### src/rtl/core/i2a_pkg.sv
package i2a_pkg;

    // width of the value field on the request channel
    localparam int VALUE_W = 32;

    localparam logic [7:0] CHAR_ZERO = 8'h30;
    localparam logic [7:0] CHAR_A    = 8'h61;
    localparam logic [7:0] CHAR_X    = 8'h78;

    // format selector codes
    localparam logic CMD_HEX = 1'b0;
    localparam logic CMD_DEC = 1'b1;

    typedef enum logic [2:0] {
        ST_IDLE,
        ST_CONV,
        ST_SKIP,
        ST_PFX0,
        ST_PFXX,
        ST_EMIT
    } state_t;

    // one operation per cycle for the whole row of digit cells
    typedef struct packed {
        logic load;
        logic dabble;
        logic shift;
    } cell_ctrl_t;

    function automatic logic [7:0] ascii_of(input logic [3:0] d);
        logic [7:0] r;
        if (d >= 4'd10)
        begin
            r = CHAR_A + {4'b0000, d} - 8'd10;
        end
        else
        begin
            r = CHAR_ZERO + {4'b0000, d};
        end
        return r;
    endfunction

endpackage

### src/rtl/core/integer_to_ascii_formatter.sv
// integer_to_ascii_formatter: renders an unsigned number as ASCII text
//
// request channel (req_valid / req_stall) carries cmd and value; cmd 0 gives
// "0x" plus lowercase hex digits without leading zeros, cmd 1 gives decimal
// digits without leading zeros ("0" for zero)
// response channel (rsp_valid / rsp_stall) carries one character per
// transaction in char_code, with last set on the final character
// one number is handled at a time: req_stall is high from acceptance until
// the last character has been loaded into the output register
// decimal: a bit-serial double dabble shifts the value bits one by one into a
// row of BCD digit cells, then suppressed leading zero digits are shifted
// out, the skip is left and one character is emitted per remaining digit
// hex: the cells load nibbles directly; skipped zero cells are shifted out,
// the skip is left, then the "0x" prefix and one digit per remaining cell
// a stalled response holds its character; while emitting, the row of cells waits with it
// reset clears the controller and the output valid; the digit cells are
// loaded at each new transaction and need no reset
module integer_to_ascii_formatter #(
    parameter int VALUE_BITS = 32
) (
    input  logic                          clk,
    input  logic                          rst_n,
    input  logic                          req_valid,
    output logic                          req_stall,
    input  logic                          cmd,
    input  logic [i2a_pkg::VALUE_W-1:0]   value,
    output logic                          rsp_valid,
    input  logic                          rsp_stall,
    output logic [7:0]                    char_code,
    output logic                          last
);
    import i2a_pkg::*;

    // decimal digits needed for VALUE_BITS bits, floor(n*log10(2))+1
    localparam int NCELL = (VALUE_BITS * 1233) / 4096 + 1;
    localparam int NIB   = (VALUE_BITS + 3) / 4;
    localparam int CNT_W = $clog2(VALUE_BITS);
    localparam int REM_W = $clog2(NCELL + 1);

    state_t             state_reg, state_next;
    logic               hex_reg, hex_next;
    logic [VALUE_BITS-1:0] bin_reg, bin_next;
    logic [CNT_W-1:0]   cnt_reg, cnt_next;
    logic [REM_W-1:0]   rem_reg, rem_next;
    logic               out_valid_reg, out_valid_next;
    logic [7:0]         char_reg, char_next;
    logic               last_reg, last_next;

    logic [VALUE_BITS-1:0] value_ext;
    logic [NIB*4-1:0]      hex_pad;
    cell_ctrl_t            ctrl;
    logic [3:0]            dig [NCELL];
    logic                  cry [NCELL];
    logic                  accept;
    logic                  emit_ok;
    logic [3:0]            top_dig;

    // value masked or zero-extended to the configured width
    generate
        if (VALUE_BITS >= VALUE_W)
        begin : g_wide
            always_comb
            begin
                value_ext = '0;
                value_ext[VALUE_W-1:0] = value;
            end
        end
        else
        begin : g_narrow
            assign value_ext = value[VALUE_BITS-1:0];
        end
    endgenerate

    always_comb
    begin
        hex_pad = '0;
        hex_pad[VALUE_BITS-1:0] = value_ext;
    end

    // row of digit cells, cell 0 is least significant
    generate
        for (genvar j = 0; j < NCELL; j++)
        begin : g_cell
            logic [3:0] ld;
            logic [3:0] pd;
            logic       pc;
            if (j < NIB)
            begin : g_ld
                assign ld = (cmd == CMD_HEX) ? hex_pad[j*4 +: 4] : 4'd0;
            end
            else
            begin : g_ld0
                assign ld = 4'd0;
            end
            if (j == 0)
            begin : g_first
                assign pd = 4'd0;
                assign pc = bin_reg[VALUE_BITS-1];
            end
            else
            begin : g_rest
                assign pd = dig[j-1];
                assign pc = cry[j-1];
            end
            i2a_cell u_cell (
                .clk        (clk),
                .ctrl       (ctrl),
                .load_digit (ld),
                .prev_digit (pd),
                .prev_carry (pc),
                .digit      (dig[j]),
                .carry      (cry[j])
            );
        end
    endgenerate

    assign top_dig   = dig[NCELL-1];
    assign accept    = req_valid && (state_reg == ST_IDLE);
    assign emit_ok   = !out_valid_reg || !rsp_stall;
    assign req_stall = (state_reg != ST_IDLE);

    always_comb
    begin
        state_next     = state_reg;
        hex_next       = hex_reg;
        bin_next       = bin_reg;
        cnt_next       = cnt_reg;
        rem_next       = rem_reg;
        char_next      = char_reg;
        last_next      = last_reg;
        out_valid_next = out_valid_reg && rsp_stall;
        ctrl           = '0;

        unique case (state_reg)
            ST_IDLE:
            begin
                if (accept)
                begin
                    ctrl.load = 1'b1;
                    hex_next  = (cmd == CMD_HEX);
                    bin_next  = value_ext;
                    cnt_next  = CNT_W'(VALUE_BITS - 1);
                    rem_next  = REM_W'(NCELL);
                    state_next = (cmd == CMD_HEX) ? ST_SKIP : ST_CONV;
                end
            end
            ST_CONV:
            begin
                // shift one value bit into the cells per cycle
                ctrl.dabble = 1'b1;
                bin_next    = {bin_reg[VALUE_BITS-2:0], 1'b0};
                cnt_next    = cnt_reg - 1'b1;
                if (cnt_reg == '0)
                begin
                    state_next = ST_SKIP;
                end
            end
            ST_SKIP:
            begin
                // drop leading zero digits, keep at least one
                if ((top_dig == 4'd0) && (rem_reg > REM_W'(1)))
                begin
                    ctrl.shift = 1'b1;
                    rem_next   = rem_reg - 1'b1;
                end
                else
                begin
                    state_next = hex_reg ? ST_PFX0 : ST_EMIT;
                end
            end
            ST_PFX0:
            begin
                if (emit_ok)
                begin
                    out_valid_next = 1'b1;
                    char_next      = CHAR_ZERO;
                    last_next      = 1'b0;
                    state_next     = ST_PFXX;
                end
            end
            ST_PFXX:
            begin
                if (emit_ok)
                begin
                    out_valid_next = 1'b1;
                    char_next      = CHAR_X;
                    last_next      = 1'b0;
                    state_next     = ST_EMIT;
                end
            end
            ST_EMIT:
            begin
                if (emit_ok)
                begin
                    out_valid_next = 1'b1;
                    char_next      = ascii_of(top_dig);
                    last_next      = (rem_reg == REM_W'(1));
                    ctrl.shift     = 1'b1;
                    rem_next       = rem_reg - 1'b1;
                    if (rem_reg == REM_W'(1))
                    begin
                        state_next = ST_IDLE;
                    end
                end
            end
            default:
            begin
                state_next = ST_IDLE;
            end
        endcase
    end

    always_ff @(posedge clk or negedge rst_n)
    begin
        if (!rst_n)
        begin
            state_reg     <= ST_IDLE;
            out_valid_reg <= 1'b0;
        end
        else
        begin
            state_reg     <= state_next;
            out_valid_reg <= out_valid_next;
        end
    end

    always_ff @(posedge clk)
    begin
        hex_reg  <= hex_next;
        bin_reg  <= bin_next;
        cnt_reg  <= cnt_next;
        rem_reg  <= rem_next;
        char_reg <= char_next;
        last_reg <= last_next;
    end

    assign rsp_valid = out_valid_reg;
    assign char_code = char_reg;
    assign last      = last_reg;

endmodule

### src/rtl/core/i2a_cell.sv
module i2a_cell (
    input  logic                clk,
    input  i2a_pkg::cell_ctrl_t ctrl,
    input  logic [3:0]          load_digit,
    input  logic [3:0]          prev_digit,
    input  logic                prev_carry,
    output logic [3:0]          digit,
    output logic                carry
);
    import i2a_pkg::*;

    logic [3:0] digit_reg;
    logic [3:0] digit_next;
    logic [3:0] adj;

    // add 3 before the shift so the digit carries at ten
    always_comb
    begin
        adj = (digit_reg >= 4'd5) ? (digit_reg + 4'd3) : digit_reg;
    end

    always_comb
    begin
        digit_next = digit_reg;
        if (ctrl.load)
        begin
            digit_next = load_digit;
        end
        else if (ctrl.dabble)
        begin
            digit_next = {adj[2:0], prev_carry};
        end
        else if (ctrl.shift)
        begin
            digit_next = prev_digit;
        end
    end

    always_ff @(posedge clk)
    begin
        digit_reg <= digit_next;
    end

    assign digit = digit_reg;
    assign carry = adj[3];

endmodule
### config.mk
export PLATFORM = sky130hd
export DESIGN_NAME = integer_to_ascii_formatter
export DESIGN_NICKNAME = d
export VERILOG_FILES = /design/src/rtl/core/i2a_pkg.sv /design/src/rtl/core/integer_to_ascii_formatter.sv /design/src/rtl/core/i2a_cell.sv
export SDC_FILE = /design/constraint.sdc
export NUM_CORES = 1
export LEC_CHECK = 0
export ABC_AREA = 1
export ABC_CLOCK_PERIOD_IN_PS = 7150
export BUFFER_PORTS_ARGS = -buffer_cell sky130_fd_sc_hd__clkbuf_2
export CAP_MARGIN = 20
export CORE_MARGIN = 5
export CORE_UTILIZATION = 42
export DETAILED_ROUTE_END_ITERATION = 12
export HOLD_SLACK_MARGIN = 0.06
export SKIP_LAST_GASP = 1
export SLEW_MARGIN = 30
export SYNTH_ARGS = -nofsm -noshare
export SYNTH_HDL_FRONTEND = slang
export SYNTH_HIERARCHICAL = 1
export SYNTH_SLANG_ARGS = --single-unit
export TNS_END_PERCENT = 30
### constraint.sdc
create_clock -name clk -period 7.15 [get_ports clk]
set_input_delay 0.3575 -clock clk [delete_from_list [all_inputs] [get_ports clk]]
set_output_delay 0.3575 -clock clk [all_outputs]
set_load 0.005 [all_outputs]
==> metrics <==
status=finished clean; placed cell area=6490 um2; share of cells above drive strength 1=13.9%; Num CTS Buffers=9; final hold vios=0; worst ir drop on vdd=0.183 mV; Clock Latency Late Sink=0.34 ns; first-pass iteration count of the detailed router=5; endpoint kind of the worst setup timing path=register; Die Span Y=130 um; Detailed Route WL=12.9 mm; Max H-tree Level=3; CP max stage delay=0.51 ns; final worst-path setup slack=4.76 ns; worst path arrival time=2.48 ns; Critical Path RT=7.24 ns; Area growth syn-to-layout=13.2%; HP Class=in2reg; pre-CTS setup slack=4.79 ns; startpoint types=register; Multi-input gate area=2740 um2; Layout Nets=841; starting DRC count in detailed routing=332; CP bufs+invs=1; Syn Area/Cell=8.41 um2; io pins=48; max FFs per register=40; RD Place Congestion=0.867; Die Width=130 um; slowest cell on the critical path=buf_4; Core Region=14000 um2; # fillers=1364; CTS tree=yes; initial antenna violation count=0; Tcrit/Tclk final=33.5%; n_diodes=0; delay-heaviest family, CP=simple AND/OR/NAND/NOR gates; Seq. cell area=2800 um2; largest net degree at the start of global routing=62; Avg WL per Cell=13.4 um; PD cells=480 nW/um2; clk root buf=clkbuf_16; post-CTS sizing=0; worst slew pin tran=0.703 ns; Antenna Nets Post-Route=0; Bufs on Longest Clock Path=2; DP HPWL=9.55 mm; max_slew headroom=53.1%; Max Cap Violations=0; Critical Path Stages=7; Mapped Cells=716; # rows=43; post-route setup TNS=0 ns; first-pass GRT wire length=21.6 mm; critical path peak fanout=61; crit path kind=reg2reg; Synth warnings=6; GR Util All Layers=15.9%; P_leak=0.00308 uW; Worst Skew=0.00786 ns; vias in the first global route=4796; R2R cell count=7; drt drc=0; Reg clk slew, reported paths=0.07 ns; GRT overflow=0; Vias=4911; Initial Utilization=43.0%; Vias/cell=5.10; Cell Area, Synth=6020 um2; Fmax=0.418 GHz; RSZ-0062 raised after global routing=false; die area=16800 um2; IO buf count=46; post-route cell area=6810 um2; Setup violations, final=0; max-slew violation count=0; Final min period=2.39 ns; crit-path cells=nor2_1 > nand2_1 > nor2_4 > buf_4 > nor2_1 > a22oi_1 > nand2_1; Hold Crit Depth=3; clock sink count=94
## placed cells by master (no fill, tap or decap), types with 2 or more instances in the layout
cell       instances
clkinv_1           2
nand2_1          186
bufinv_16          2
nand3_2           10
nand2_2            8
conb_1            13
inv_1            116
clkbuf_2          46
nand4_1           20
buf_4              3
dfrtp_1            4
nor2_1            67
nand3_1           41
o21ai_0           24
nor2_4             3
ha_1              27
o21ai_2           10
a21boi_2           9
a22oi_1           40
o21ai_1           19
clkbuf_16          9
edfxtp_1          90
a21oi_1           16
## through the flow
| step | power (uW) | utilization (%) | hold slack (ns) | instances |
|---|---|---|---|---|
| floorplan | 2400 | - | 0.0619 | 728 |
| global placement | 2680 | 46.2 | 0.178 | 944 |
| detailed placement | 2770 | 46.4 | 0.180 | 945 |
| CTS | 3290 | 48.7 | 0.277 | 962 |
| global route | 3580 | 48.7 | 0.311 | 962 |
| finish | 3270 | 48.7 | 0.286 | 962 |
## layout make-up
class / count / share of cell area [%]
clock buffer: 9 / 3.31
clock inverter: 7 / 1.30
inverter: 117 / 6.45
multi-input combinational: 504 / 40.2
sequential: 94 / 41.1
tap: 180 / 3.31
timing repair buffer: 51 / 4.26
## layer usage
metal,share of wire (%),track usage [%],vias up
li1,-,-,2517
met1,47,21.0,2288
met2,47,26.5,96
met3,4.3,2.66,10
met4,1.1,5.38,0
met5,0,0,-
## what timing repair did
item	in CTS	in global routing
buffers inserted	0	0
hold buffers	1	0
endpoints found under the hold margin	4	0
## worst min-delay path: cells and delay by family
family | cells | cell delay (ns)
buffers and inverters | 1 | 0.07
and+or+nand+nor | 2 | 0.16
## power breakdown
part | leakage (uW) | switching (uW) | total, uW | internal (uW)
registers | 0.000889 | 209 | 1260 | 1050
clock network | 0.000150 | 200 | 504 | 304
logic | 0.00204 | 990 | 1510 | 518
## worst paths after layout
| path | start | endpoint | slack (ns) |
|---|---|---|---|
| worst max-delay path | state_reg[2]$_DFFE_PN0P_ | g_cell[3].u_cell/digit[2]$_DFFE_PP_ | 4.76 |
| worst min register to register | bin_reg[9]$_DFFE_PP_ | bin_reg[10]$_DFFE_PP_ | 0.52 |
| worst min-delay path | rsp_stall | rsp_valid$_DFF_PN0_ | 0.29 |
| worst max register to register | state_reg[2]$_DFFE_PN0P_ | g_cell[3].u_cell/digit[2]$_DFFE_PP_ | 4.76 |
| max in group asynchronous | rst_n | state_reg[0]$_DFFE_PN0P_ | 6.65 |
| min in group asynchronous | rst_n | rsp_valid$_DFF_PN0_ | 0.36 |
No activity file was read; power rests on OpenSTA's default activity.
